$ cat config.mk
export PLATFORM = sky130hd
export DESIGN_NAME = two_set_store_with_set_ops_unit
export DESIGN_NICKNAME = d
export VERILOG_FILES = /design/src/rtl/core/tss_pkg.sv /design/src/rtl/core/tss_front.sv /design/src/rtl/core/tss_outq.sv /design/src/rtl/core/tss_back.sv /design/src/rtl/core/two_set_store_with_set_ops_unit.sv
export SDC_FILE = /design/constraint.sdc
export NUM_CORES = 2
export LEC_CHECK = 0
export BUFFER_PORTS_ARGS = -buffer_cell sky130_fd_sc_hd__buf_2
export CORE_UTILIZATION = 23
export CTS_BUF_LIST = sky130_fd_sc_hd__clkbuf_16
export DETAILED_ROUTE_END_ITERATION = 16
export GPL_TIMING_DRIVEN = 0
export PLACE_DENSITY = 0.37
export SYNTH_ARGS = -nofsm -noshare
export SYNTH_HDL_FRONTEND = slang
export SYNTH_HIERARCHICAL = 1
export SYNTH_SLANG_ARGS = --single-unit
$ cat constraint.sdc
create_clock -name clk -period 6.28 [get_ports clk]
set_input_delay 0.314 -clock clk [delete_from_list [all_inputs] [get_ports clk]]
set_output_delay 0.314 -clock clk [all_outputs]
set_load 0.005 [all_outputs]
$ cat src/rtl/core/tss_pkg.sv
// ----------------------------------------------------------------------------
// tss_pkg
// Shared types, op codes and sizes of the two-set element store.
// ----------------------------------------------------------------------------
package tss_pkg;

  localparam int DEPTH_DEF = 32;
  localparam int CNT_W     = 6;
  localparam int RES_W     = 7;
  localparam int VAL_W     = 32;
  localparam int CQ_DEPTH  = 4;
  localparam int CQ_AW     = 2;
  localparam int OQ_DEPTH  = 4;
  localparam int OQ_AW     = 2;

  localparam logic [3:0] OP_INSERT    = 4'd0;
  localparam logic [3:0] OP_REMOVE    = 4'd1;
  localparam logic [3:0] OP_CONTAINS  = 4'd2;
  localparam logic [3:0] OP_SIZE      = 4'd3;
  localparam logic [3:0] OP_INTERSECT = 4'd4;
  localparam logic [3:0] OP_UNION     = 4'd5;
  localparam logic [3:0] OP_A_MINUS_B = 4'd6;
  localparam logic [3:0] OP_B_MINUS_A = 4'd7;
  localparam logic [3:0] OP_SUBSET    = 4'd8;

  localparam logic [2:0] K_INSERT   = 3'd0;
  localparam logic [2:0] K_REMOVE   = 3'd1;
  localparam logic [2:0] K_CONTAINS = 3'd2;
  localparam logic [2:0] K_SIZE     = 3'd3;
  localparam logic [2:0] K_SCAN     = 3'd4;
  localparam logic [2:0] K_SUBSET   = 3'd5;
  localparam logic [2:0] K_NOP      = 3'd6;

  localparam logic [1:0] ST_OK       = 2'd0;
  localparam logic [1:0] ST_NOTFOUND = 2'd1;
  localparam logic [1:0] ST_FULL     = 2'd2;

  typedef struct packed {
    logic [2:0]              kind;
    logic                    use_b;
    logic                    outer_b;
    logic                    keep_found;
    logic                    is_union;
    logic signed [VAL_W-1:0] value;
  } cmd_t;

  typedef struct packed {
    logic [1:0]              status;
    logic signed [VAL_W-1:0] value;
    logic [CNT_W-1:0]        position;
    logic [CNT_W-1:0]        count;
    logic                    is_subset;
    logic                    item_valid;
    logic                    last;
  } res_t;

endpackage

$ cat src/rtl/core/tss_front.sv
// ----------------------------------------------------------------------------
// tss_front
// Accepts input beats, decodes the op into a command and queues it.
// ----------------------------------------------------------------------------
module tss_front (
  input  logic                             clk,
  input  logic                             rst_n,
  input  logic                             push,
  output logic                             full,
  input  logic [3:0]                       op,
  input  logic                             target_set,
  input  logic signed [tss_pkg::VAL_W-1:0] elem_value,
  output logic                             cmd_valid,
  output tss_pkg::cmd_t                    cmd,
  input  logic                             cmd_take
);

  tss_pkg::cmd_t                 cq [tss_pkg::CQ_DEPTH];
  logic [tss_pkg::CQ_AW-1:0]     wptr_r, wptr_nxt;
  logic [tss_pkg::CQ_AW-1:0]     rptr_r, rptr_nxt;
  logic [tss_pkg::CQ_AW:0]       fill_r, fill_nxt;
  tss_pkg::cmd_t                 dec;
  logic                          wr, rd;

  always_comb begin
    dec            = '0;
    dec.use_b      = target_set;
    dec.value      = elem_value;
    case (op)
      tss_pkg::OP_INSERT:   dec.kind = tss_pkg::K_INSERT;
      tss_pkg::OP_REMOVE:   dec.kind = tss_pkg::K_REMOVE;
      tss_pkg::OP_CONTAINS: dec.kind = tss_pkg::K_CONTAINS;
      tss_pkg::OP_SIZE:     dec.kind = tss_pkg::K_SIZE;
      tss_pkg::OP_INTERSECT: begin
        dec.kind       = tss_pkg::K_SCAN;
        dec.outer_b    = 1'b1;
        dec.keep_found = 1'b1;
      end
      tss_pkg::OP_UNION: begin
        dec.kind     = tss_pkg::K_SCAN;
        dec.outer_b  = 1'b1;
        dec.is_union = 1'b1;
      end
      tss_pkg::OP_A_MINUS_B: dec.kind = tss_pkg::K_SCAN;
      tss_pkg::OP_B_MINUS_A: begin
        dec.kind    = tss_pkg::K_SCAN;
        dec.outer_b = 1'b1;
      end
      // subset counts elements of b missing from a
      tss_pkg::OP_SUBSET: begin
        dec.kind    = tss_pkg::K_SUBSET;
        dec.outer_b = 1'b1;
      end
      default: dec.kind = tss_pkg::K_NOP;
    endcase
  end

  assign full      = (fill_r == (tss_pkg::CQ_AW+1)'(tss_pkg::CQ_DEPTH));
  assign cmd_valid = (fill_r != '0);
  assign cmd       = cq[rptr_r];
  assign wr        = push && !full;
  assign rd        = cmd_take && cmd_valid;

  always_comb begin
    wptr_nxt = wr ? wptr_r + 1'b1 : wptr_r;
    rptr_nxt = rd ? rptr_r + 1'b1 : rptr_r;
    fill_nxt = fill_r;
    if (wr && !rd) begin
      fill_nxt = fill_r + 1'b1;
    end else if (rd && !wr) begin
      fill_nxt = fill_r - 1'b1;
    end
  end

  always_ff @(posedge clk) begin
    if (!rst_n) begin
      wptr_r <= '0;
      rptr_r <= '0;
      fill_r <= '0;
    end else begin
      wptr_r <= wptr_nxt;
      rptr_r <= rptr_nxt;
      fill_r <= fill_nxt;
    end
  end

  always_ff @(posedge clk) begin
    if (wr) begin
      cq[wptr_r] <= dec;
    end
  end

endmodule

$ cat src/rtl/core/tss_outq.sv
// ----------------------------------------------------------------------------
// tss_outq
// Result queue between the engine and the result ports.
// ----------------------------------------------------------------------------
module tss_outq (
  input  logic          clk,
  input  logic          rst_n,
  input  logic          res_push,
  input  tss_pkg::res_t res_in,
  output logic          res_full,
  output logic          empty,
  input  logic          pop,
  output tss_pkg::res_t res_out
);

  tss_pkg::res_t             oq [tss_pkg::OQ_DEPTH];
  logic [tss_pkg::OQ_AW-1:0] wptr_r, wptr_nxt;
  logic [tss_pkg::OQ_AW-1:0] rptr_r, rptr_nxt;
  logic [tss_pkg::OQ_AW:0]   fill_r, fill_nxt;
  logic                      wr, rd;

  assign res_full = (fill_r == (tss_pkg::OQ_AW+1)'(tss_pkg::OQ_DEPTH));
  assign empty    = (fill_r == '0);
  assign res_out  = oq[rptr_r];
  assign wr       = res_push && !res_full;
  assign rd       = pop && !empty;

  always_comb begin
    wptr_nxt = wr ? wptr_r + 1'b1 : wptr_r;
    rptr_nxt = rd ? rptr_r + 1'b1 : rptr_r;
    fill_nxt = fill_r;
    if (wr && !rd) begin
      fill_nxt = fill_r + 1'b1;
    end else if (rd && !wr) begin
      fill_nxt = fill_r - 1'b1;
    end
  end

  always_ff @(posedge clk) begin
    if (!rst_n) begin
      wptr_r <= '0;
      rptr_r <= '0;
      fill_r <= '0;
    end else begin
      wptr_r <= wptr_nxt;
      rptr_r <= rptr_nxt;
      fill_r <= fill_nxt;
    end
  end

  always_ff @(posedge clk) begin
    if (wr) begin
      oq[wptr_r] <= res_in;
    end
  end

endmodule

$ cat src/rtl/core/tss_back.sv
// ----------------------------------------------------------------------------
// tss_back
// Execution engine: holds both element tables and runs the set operations.
// ----------------------------------------------------------------------------
module tss_back #(
  parameter int DEPTH = tss_pkg::DEPTH_DEF
) (
  input  logic          clk,
  input  logic          rst_n,
  input  logic          cmd_valid,
  input  tss_pkg::cmd_t cmd,
  output logic          cmd_take,
  output logic          res_push,
  output tss_pkg::res_t res_data,
  input  logic          res_full
);

  localparam int AW = (DEPTH > 1) ? $clog2(DEPTH) : 1;
  localparam int CW = tss_pkg::CNT_W;
  localparam int RW = tss_pkg::RES_W;
  localparam int VW = tss_pkg::VAL_W;

  localparam logic [3:0] S_IDLE     = 4'd0;
  localparam logic [3:0] S_FIND_RD  = 4'd1;
  localparam logic [3:0] S_FIND_CMP = 4'd2;
  localparam logic [3:0] S_SHIFT_RD = 4'd3;
  localparam logic [3:0] S_SHIFT_WR = 4'd4;
  localparam logic [3:0] S_NEXT     = 4'd5;
  localparam logic [3:0] S_OUT_RD   = 4'd6;
  localparam logic [3:0] S_OUT_CAP  = 4'd7;
  localparam logic [3:0] S_IN_RD    = 4'd8;
  localparam logic [3:0] S_IN_CMP   = 4'd9;
  localparam logic [3:0] S_DECIDE   = 4'd10;
  localparam logic [3:0] S_UA_NEXT  = 4'd11;
  localparam logic [3:0] S_UA_RD    = 4'd12;
  localparam logic [3:0] S_UA_EM    = 4'd13;
  localparam logic [3:0] S_REPLY    = 4'd14;

  logic signed [VW-1:0] mem_a [DEPTH];
  logic signed [VW-1:0] mem_b [DEPTH];
  logic signed [VW-1:0] rdata_a_r, rdata_b_r;

  logic [3:0]           state_r, state_nxt;
  tss_pkg::cmd_t        cmd_r, cmd_nxt;
  logic [CW-1:0]        cnt_a_r, cnt_a_nxt;
  logic [CW-1:0]        cnt_b_r, cnt_b_nxt;
  logic [CW-1:0]        idx_r, idx_nxt;
  logic [CW-1:0]        ii_r, ii_nxt;
  logic signed [VW-1:0] ov_r, ov_nxt;
  logic                 found_r, found_nxt;
  logic                 pass_r, pass_nxt;
  logic [RW-1:0]        nres_r, nres_nxt;
  logic [RW-1:0]        emit_r, emit_nxt;
  tss_pkg::res_t        rep_r, rep_nxt;

  logic                 rd_en, rd_b, wr_en, wr_b;
  logic [AW-1:0]        rd_addr, wr_addr;
  logic signed [VW-1:0] wr_data;

  logic [CW-1:0]        idx_inc, idx_inc2, ii_inc;
  logic [CW-1:0]        tgt_cnt, in_cnt, no_cnt, ni_cnt;
  logic signed [VW-1:0] tgt_rdata, outer_rdata, inner_rdata;
  logic                 keep;
  logic [RW-1:0]        total;

  assign idx_inc     = idx_r + 1'b1;
  assign idx_inc2    = idx_r + 2'd2;
  assign ii_inc      = ii_r + 1'b1;
  assign tgt_cnt     = cmd_r.use_b ? cnt_b_r : cnt_a_r;
  assign in_cnt      = cmd.use_b ? cnt_b_r : cnt_a_r;
  assign no_cnt      = cmd_r.outer_b ? cnt_b_r : cnt_a_r;
  assign ni_cnt      = cmd_r.outer_b ? cnt_a_r : cnt_b_r;
  assign tgt_rdata   = cmd_r.use_b ? rdata_b_r : rdata_a_r;
  assign outer_rdata = cmd_r.outer_b ? rdata_b_r : rdata_a_r;
  assign inner_rdata = cmd_r.outer_b ? rdata_a_r : rdata_b_r;
  assign keep        = cmd_r.keep_found ? found_r : !found_r;
  assign total       = nres_r + (cmd_r.is_union ? RW'(cnt_a_r) : RW'(0));

  // memory port selection, one read and one write per cycle
  always_comb begin
    rd_en   = 1'b0;
    rd_b    = 1'b0;
    rd_addr = '0;
    wr_en   = 1'b0;
    wr_b    = 1'b0;
    wr_addr = '0;
    wr_data = '0;
    case (state_r)
      S_IDLE: begin
        if (cmd_valid && cmd.kind == tss_pkg::K_INSERT
            && in_cnt < CW'(DEPTH)) begin
          wr_en   = 1'b1;
          wr_b    = cmd.use_b;
          wr_addr = in_cnt[AW-1:0];
          wr_data = cmd.value;
        end
      end
      S_FIND_RD: begin
        rd_en   = 1'b1;
        rd_b    = cmd_r.use_b;
        rd_addr = idx_r[AW-1:0];
      end
      S_SHIFT_RD: begin
        rd_en   = 1'b1;
        rd_b    = cmd_r.use_b;
        rd_addr = idx_inc[AW-1:0];
      end
      S_SHIFT_WR: begin
        wr_en   = 1'b1;
        wr_b    = cmd_r.use_b;
        wr_addr = idx_r[AW-1:0];
        wr_data = tgt_rdata;
      end
      S_OUT_RD: begin
        rd_en   = 1'b1;
        rd_b    = cmd_r.outer_b;
        rd_addr = idx_r[AW-1:0];
      end
      S_IN_RD: begin
        rd_en   = 1'b1;
        rd_b    = !cmd_r.outer_b;
        rd_addr = ii_r[AW-1:0];
      end
      S_UA_RD: begin
        rd_en   = 1'b1;
        rd_b    = 1'b0;
        rd_addr = idx_r[AW-1:0];
      end
      default: begin
      end
    endcase
  end

  always_ff @(posedge clk) begin
    if (wr_en && !wr_b) begin
      mem_a[wr_addr] <= wr_data;
    end
    if (rd_en && !rd_b) begin
      rdata_a_r <= mem_a[rd_addr];
    end
  end

  always_ff @(posedge clk) begin
    if (wr_en && wr_b) begin
      mem_b[wr_addr] <= wr_data;
    end
    if (rd_en && rd_b) begin
      rdata_b_r <= mem_b[rd_addr];
    end
  end

  always_comb begin
    state_nxt = state_r;
    cmd_nxt   = cmd_r;
    cnt_a_nxt = cnt_a_r;
    cnt_b_nxt = cnt_b_r;
    idx_nxt   = idx_r;
    ii_nxt    = ii_r;
    ov_nxt    = ov_r;
    found_nxt = found_r;
    pass_nxt  = pass_r;
    nres_nxt  = nres_r;
    emit_nxt  = emit_r;
    rep_nxt   = rep_r;
    cmd_take  = 1'b0;
    res_push  = 1'b0;
    res_data  = '0;
    case (state_r)
      S_IDLE: begin
        if (cmd_valid) begin
          cmd_take     = 1'b1;
          cmd_nxt      = cmd;
          idx_nxt      = '0;
          nres_nxt     = '0;
          emit_nxt     = '0;
          pass_nxt     = 1'b0;
          rep_nxt      = '0;
          rep_nxt.last = 1'b1;
          state_nxt    = S_REPLY;
          case (cmd.kind)
            tss_pkg::K_INSERT: begin
              if (in_cnt < CW'(DEPTH)) begin
                rep_nxt.count = in_cnt + 1'b1;
                if (cmd.use_b) begin
                  cnt_b_nxt = cnt_b_r + 1'b1;
                end else begin
                  cnt_a_nxt = cnt_a_r + 1'b1;
                end
              end else begin
                rep_nxt.status = tss_pkg::ST_FULL;
                rep_nxt.count  = in_cnt;
              end
            end
            tss_pkg::K_SIZE: rep_nxt.count = in_cnt;
            tss_pkg::K_REMOVE, tss_pkg::K_CONTAINS: begin
              if (in_cnt == '0) begin
                rep_nxt.status = tss_pkg::ST_NOTFOUND;
              end else begin
                state_nxt = S_FIND_RD;
              end
            end
            tss_pkg::K_SCAN, tss_pkg::K_SUBSET: state_nxt = S_NEXT;
            default: begin
            end
          endcase
        end
      end
      S_FIND_RD: state_nxt = S_FIND_CMP;
      S_FIND_CMP: begin
        if (tgt_rdata == cmd_r.value) begin
          if (cmd_r.kind == tss_pkg::K_REMOVE) begin
            if (idx_inc == tgt_cnt) begin
              rep_nxt.count = tgt_cnt - 1'b1;
              if (cmd_r.use_b) begin
                cnt_b_nxt = cnt_b_r - 1'b1;
              end else begin
                cnt_a_nxt = cnt_a_r - 1'b1;
              end
              state_nxt = S_REPLY;
            end else begin
              state_nxt = S_SHIFT_RD;
            end
          end else begin
            rep_nxt.position = idx_inc;
            rep_nxt.count    = tgt_cnt;
            state_nxt        = S_REPLY;
          end
        end else if (idx_inc == tgt_cnt) begin
          rep_nxt.status = tss_pkg::ST_NOTFOUND;
          rep_nxt.count  = tgt_cnt;
          state_nxt      = S_REPLY;
        end else begin
          idx_nxt   = idx_inc;
          state_nxt = S_FIND_RD;
        end
      end
      S_SHIFT_RD: state_nxt = S_SHIFT_WR;
      S_SHIFT_WR: begin
        idx_nxt = idx_inc;
        if (idx_inc2 == tgt_cnt) begin
          rep_nxt.count = tgt_cnt - 1'b1;
          if (cmd_r.use_b) begin
            cnt_b_nxt = cnt_b_r - 1'b1;
          end else begin
            cnt_a_nxt = cnt_a_r - 1'b1;
          end
          state_nxt = S_REPLY;
        end else begin
          state_nxt = S_SHIFT_RD;
        end
      end
      S_NEXT: begin
        if (idx_r == no_cnt) begin
          if (pass_r) begin
            state_nxt = S_IDLE;
          end else if (cmd_r.kind == tss_pkg::K_SUBSET) begin
            rep_nxt.is_subset = (nres_r == '0);
            state_nxt         = S_REPLY;
          end else if (total == '0) begin
            state_nxt = S_REPLY;
          end else begin
            nres_nxt  = total;
            pass_nxt  = 1'b1;
            idx_nxt   = '0;
            state_nxt = cmd_r.is_union ? S_UA_NEXT : S_NEXT;
          end
        end else begin
          state_nxt = S_OUT_RD;
        end
      end
      S_OUT_RD: state_nxt = S_OUT_CAP;
      S_OUT_CAP: begin
        ov_nxt    = outer_rdata;
        found_nxt = 1'b0;
        ii_nxt    = '0;
        state_nxt = (ni_cnt == '0) ? S_DECIDE : S_IN_RD;
      end
      S_IN_RD: state_nxt = S_IN_CMP;
      S_IN_CMP: begin
        if (inner_rdata == ov_r) begin
          found_nxt = 1'b1;
          state_nxt = S_DECIDE;
        end else if (ii_inc == ni_cnt) begin
          state_nxt = S_DECIDE;
        end else begin
          ii_nxt    = ii_inc;
          state_nxt = S_IN_RD;
        end
      end
      S_DECIDE: begin
        if (!pass_r) begin
          nres_nxt  = nres_r + RW'(keep);
          idx_nxt   = idx_inc;
          state_nxt = S_NEXT;
        end else if (!keep) begin
          idx_nxt   = idx_inc;
          state_nxt = S_NEXT;
        end else if (!res_full) begin
          res_push            = 1'b1;
          res_data.value      = ov_r;
          res_data.count      = nres_r[CW-1:0];
          res_data.item_valid = 1'b1;
          res_data.last       = (emit_r + 1'b1 == nres_r);
          emit_nxt            = emit_r + 1'b1;
          idx_nxt             = idx_inc;
          state_nxt           = S_NEXT;
        end
      end
      // union streams all of a before the scan of b
      S_UA_NEXT: begin
        if (idx_r == cnt_a_r) begin
          idx_nxt   = '0;
          state_nxt = S_NEXT;
        end else begin
          state_nxt = S_UA_RD;
        end
      end
      S_UA_RD: state_nxt = S_UA_EM;
      S_UA_EM: begin
        if (!res_full) begin
          res_push            = 1'b1;
          res_data.value      = rdata_a_r;
          res_data.count      = nres_r[CW-1:0];
          res_data.item_valid = 1'b1;
          res_data.last       = (emit_r + 1'b1 == nres_r);
          emit_nxt            = emit_r + 1'b1;
          idx_nxt             = idx_inc;
          state_nxt           = S_UA_NEXT;
        end
      end
      S_REPLY: begin
        if (!res_full) begin
          res_push  = 1'b1;
          res_data  = rep_r;
          state_nxt = S_IDLE;
        end
      end
      default: state_nxt = S_IDLE;
    endcase
  end

  always_ff @(posedge clk) begin
    if (!rst_n) begin
      state_r <= S_IDLE;
      cnt_a_r <= '0;
      cnt_b_r <= '0;
      pass_r  <= 1'b0;
    end else begin
      state_r <= state_nxt;
      cnt_a_r <= cnt_a_nxt;
      cnt_b_r <= cnt_b_nxt;
      pass_r  <= pass_nxt;
    end
  end

  always_ff @(posedge clk) begin
    cmd_r   <= cmd_nxt;
    idx_r   <= idx_nxt;
    ii_r    <= ii_nxt;
    ov_r    <= ov_nxt;
    found_r <= found_nxt;
    nres_r  <= nres_nxt;
    emit_r  <= emit_nxt;
    rep_r   <= rep_nxt;
  end

`ifndef SYNTHESIS
  a_cnt_bound: assert property (@(posedge clk) disable iff (!rst_n)
    cnt_a_r <= CW'(DEPTH) && cnt_b_r <= CW'(DEPTH))
    else $error("set count beyond depth");

  a_push_room: assert property (@(posedge clk) disable iff (!rst_n)
    res_push |-> !res_full)
    else $error("result beat pushed into full queue");

  a_write_state: assert property (@(posedge clk) disable iff (!rst_n)
    wr_en |-> (state_r == S_IDLE || state_r == S_SHIFT_WR))
    else $error("table write outside insert or shift");

  a_take_idle: assert property (@(posedge clk) disable iff (!rst_n)
    cmd_take |=> (state_r != S_IDLE || $past(cmd.kind) == tss_pkg::K_NOP
                  || res_push || state_r == S_REPLY || state_nxt != S_IDLE))
    else $error("command taken without any work");
`endif

endmodule

$ cat src/rtl/core/two_set_store_with_set_ops_unit.sv
// ----------------------------------------------------------------------------
// two_set_store_with_set_ops_unit
// Two element tables with insert, remove, lookup and streamed set operations.
// ----------------------------------------------------------------------------
// Commands are queued four deep and run one at a time by the engine; results
// leave through a four-entry queue. Insert, size and unused ops go straight
// to the reply. Remove and contains scan the target table entry by entry, and
// a remove then shifts the later entries down. Set ops read the tables one
// entry at a time through a single shared read port: every outer element is
// compared with the inner elements until one matches, and the outer set is
// walked twice (a counting pass, since every result beat carries the total,
// then an emitting pass that waits while the result queue is full); subset,
// or a result with no elements, stops after the counting pass. Tables need no
// clearing after reset; only entries below the count are read.
module two_set_store_with_set_ops_unit #(
  parameter int DEPTH = tss_pkg::DEPTH_DEF
) (
  input  logic                             clk,
  input  logic                             rst_n,
  input  logic                             in_push,
  output logic                             in_full,
  input  logic [3:0]                       in_op,
  input  logic                             in_target_set,
  input  logic signed [tss_pkg::VAL_W-1:0] in_elem_value,
  output logic                             out_empty,
  input  logic                             out_pop,
  output logic [1:0]                       out_status,
  output logic signed [tss_pkg::VAL_W-1:0] out_value,
  output logic [tss_pkg::CNT_W-1:0]        out_position,
  output logic [tss_pkg::CNT_W-1:0]        out_count,
  output logic                             out_is_subset,
  output logic                             out_item_valid,
  output logic                             out_last
);

  logic          cmd_valid, cmd_take, res_push, res_full;
  tss_pkg::cmd_t cmd;
  tss_pkg::res_t res_in, res_out;

  tss_front u_front (
    .clk        (clk),
    .rst_n      (rst_n),
    .push       (in_push),
    .full       (in_full),
    .op         (in_op),
    .target_set (in_target_set),
    .elem_value (in_elem_value),
    .cmd_valid  (cmd_valid),
    .cmd        (cmd),
    .cmd_take   (cmd_take)
  );

  tss_back #(.DEPTH(DEPTH)) u_back (
    .clk       (clk),
    .rst_n     (rst_n),
    .cmd_valid (cmd_valid),
    .cmd       (cmd),
    .cmd_take  (cmd_take),
    .res_push  (res_push),
    .res_data  (res_in),
    .res_full  (res_full)
  );

  tss_outq u_outq (
    .clk      (clk),
    .rst_n    (rst_n),
    .res_push (res_push),
    .res_in   (res_in),
    .res_full (res_full),
    .empty    (out_empty),
    .pop      (out_pop),
    .res_out  (res_out)
  );

  assign out_status     = res_out.status;
  assign out_value      = res_out.value;
  assign out_position   = res_out.position;
  assign out_count      = res_out.count;
  assign out_is_subset  = res_out.is_subset;
  assign out_item_valid = res_out.item_valid;
  assign out_last       = res_out.last;

endmodule
==> results.json <==
{
  "pre_cts_slack_ps": 20.26,
  "cpPeakStageDelay_ps": 760,
  "end_kind": "flop",
  "drive_gt1_frac": 0.2706,
  "hold_violations": 0,
  "cp_max_fo": 19,
  "place_area_sq_um": 113800,
  "grt_pass1_wl_mm": 444.1,
  "synthCells": 4854,
  "critPathRequiredTime_ps": 6880,
  "dp_hpwl_mm": 226.6,
  "status": "completed",
  "row_count": 244,
  "synth_edf_count": 2577,
  "grt_max_degree": 49,
  "yosysUniqueCellTypes": 78,
  "n_fill_cell": 43780,
  "ys_seq_area_frac": 0.7618,
  "routed_via_density": 4.438,
  "synth_top_area_cell": "edfxtp_1",
  "utilization": 0.2804,
  "worst_slack_ps": 166.6,
  "grt_pass1_vias": 53080,
  "grt_use_total": 0.1405,
  "yosys_warnings": 6,
  "arrival_ps": 6710,
  "pwr-share-seq": 0.411,
  "synth_seq_cells": 2612,
  "drc_errors": 0,
  "ir_worst_vdd_mv": 0.2886,
  "timing.fmax_ghz": 0.1636,
  "io_buffers": 91,
  "num_vias": 51510,
  "combPwrFrac": 0.274,
  "ant_nets": 0,
  "h-tree-depth": 5,
  "design_area_sq_um": 124100,
  "sw_frac_of_total": 0.3262,
  "setup.worst_path.start_class": "flop",
  "worst_hold_slack_ps": 187.5,
  "cts_buffers": 299,
  "drv_slew": 0,
  "grt_overflow": 0,
  "cts_sinks": 2612,
  "final_common_cell": "edfxtp_1",
  "synth_nets": 4933,
  "gp_congestion": 0.8394,
  "layout_common_cells": "edfxtp_1 (2,577), mux4_2 (598), clkbuf_16 (308), a22oi_1 (285), buf_2 (164)",
  "syn_area_sq_um": 102500,
  "synth_area_leaders": "edfxtp_1 (75%), mux4_2 (13%), a22oi_1 (2.1%)",
  "clockRootBuffer": "clkbuf_16",
  "power.switching_mw": 17.48,
  "synth_top_flop_cell": "edfxtp_1",
  "clk_latency_ps": 910,
  "path_common_cell": "buf_2",
  "fin_skew_ps": 57.67,
  "cp_cell_sequence": "buf_2 -> buf_2 -> mux4_2 -> clkbuf_1 -> mux2_2 -> nor3_1 -> buf_2 -> a22oi_1 -> nor2_1 -> nand2_1 -> nor2_4 -> buf_12",
  "critPathKind": "flop to flop",
  "period_share": 0.9735,
  "die_h_microns": 669.6,
  "wl_per_cell_microns": 27.90,
  "die-area_sq_um": 448300,
  "finalSetupViolations": 0,
  "pwr-share-clk": 0.314,
  "async_flop_share": 0,
  "die_w_microns": 669.6,
  "path_clk_slew_ps": 50,
  "cts_tree": "yes",
  "crit_slowest_cell": "nand2_1",
  "maxCapViolCount": 0,
  "wl_mm": 323.8,
  "antenna_found_initial": 20,
  "internal_power_mw": 36.12,
  "first_pass_iters": 6,
  "clock_path_buffers": 4,
  "io_pins": 92,
  "area_growth_pct": 21.08,
  "powerDensity_nw_per_um2": 431.9,
  "relSlewSlack": 0.04467,
  "initial_core_util": 0.2315,
  "core_sq_um": 442700,
  "hp-class": "primary input to flop",
  "yosysTopAreaCellShare": 0.7550,
  "drtIter0Drc": 4420,
  "avgSynthCellArea_sq_um": 21.12,
  "period_needed_ps": 6113,
  "final_nets": 5536,
  "p_leak_nw": 38.60,
  "worst_slew_pin_slew_ps": 1433
}
[through the flow]
| step | total power [mW] | setup TNS, ps | cells |
|---|---|---|---|
| 2_1_floorplan | 30.19 | 0 | 4854 |
| 3_3_place_gp | 36.93 | -9052110 | 10850 |
| 3_5_place_dp | 37.46 | 0 | 10980 |
| 4_1_cts | 54.51 | 0 | 11550 |
| 5_1_grt | 55.70 | -304.2 | 11600 |
| 6_report | 53.60 | 0 | 11610 |
[sequential cells by signal, summed over array words and instances, names as in the netlist, 7 cells and up, named ones only]
register / cells
u_outq/oq: 196
u_back/emit_r: 7
u_back/rdata_a_r: 32
u_back/cmd_r: 39
u_back/mem_b: 1024
u_back/rep_r: 15
u_back/nres_r: 7
u_back/ov_r: 32
u_back/rdata_b_r: 32
u_back/mem_a: 1024
u_front/cq: 156
[synth_stat cells, types with 24 or more instances]
cell type     n
edfxtp_1   2577
nand2_1      76
o21ai_0      42
buf_2        71
mux2i_1      79
nor2b_1      27
a22oi_1     285
nand3_1      28
xnor2_1     109
nor2_1      172
mux2_2       47
inv_1        24
a21oi_1      52
nor4_1       24
ha_1         33
and2_1       36
nand4_1      74
xor2_1       42
clkbuf_1    154
dfxtp_1      35
a22o_1       41
mux4_2      598
[final timing paths]
kind	startpoint	endpoint	slack (ps)	cells past startpoint
min	in_elem_value[1]	u_front/cq[2][1]	190	2
max reg2reg	flop	u_back/mem_a[2][19]	170	12
max	flop	u_back/mem_a[2][19]	170	12
min reg2reg	u_front/wptr_r[1]	u_front/wptr_r[1]	500	2
[area by class of cell]
| class | count | area, sq um | area share |
|---|---|---|---|
| Clock buffer | 308 | 7707 | 0.06210 |
| Multi-Input combinational cell | 1960 | 23980 | 0.1932 |
| Buffer | 258 | 1176 | 0.009477 |
| Inverter | 24 | 90.09 | 0.0007259 |
| Timing Repair Buffer | 302 | 3965 | 0.03195 |
| Tap cell | 5904 | 7387 | 0.05952 |
| Antenna cell | 11 | 27.53 | 0.0002218 |
| Sequential cell | 2612 | 78080 | 0.6292 |
| Clock inverter | 228 | 1693 | 0.01364 |
[per-layer routing]
layer / vias to the layer above / track usage / routed length [microns]
li1: 21720 / - / -
met1: 28150 / 0.1960 / 147200
met2: 1281 / 0.2322 / 155500
met3: 353 / 0.02000 / 14280
met4: 4 / 0.03061 / 6820
met5: - / 0 / 27
[kinds of logic (layout without fill, tap and decap cells)]
| kind of cell | count (synthesis) | after routing | share of synthesized area |
|---|---|---|---|
| compound gates | 505 | 505 | 0.03553 |
| xor+xnor | 151 | 151 | 0.01290 |
| fa+ha+maj | 38 | 38 | 0.005005 |
| buf+inv | 283 | 1120 | 0.01232 |
| flops | 2612 | 2612 | 0.7618 |
| mux | 738 | 738 | 0.1465 |
| other cells | 0 | 11 | 0 |
| simple gates | 527 | 528 | 0.02599 |
[worst max-delay path, delay by kind of cell (launching register included)]
family | cells | cell delay, ps
buffers and inverters | 5 | 1860
multiplexers | 2 | 850
AO/OA/AOI/OAI | 1 | 170
AND/OR/NAND/NOR | 4 | 2510
flip-flops | 1 | 370
[power groups by stage]
stage          Clock (mW)  Combinational [mW]  Sequential [mW]
5_1_grt              18.0                15.7             22.1
4_1_cts              17.4                15.1             22.0
6_report             16.9                14.7             22.0
3_5_place_dp            0                15.1             22.4
3_3_place_gp            0                14.2             22.7
2_1_floorplan           0                8.16             22.0
[timing repair]
item | CTS | global route
gates resized for setup | 0 | 4
hold endpoints to repair | 169 | 0
pin swaps | 0 | 9
hold buffers | 41 | 0
endpoints found under the setup margin | 2 | 283
gates cloned | 0 | 1
setup buffers | 0 | 42
Power figures use the tool's default switching activity.
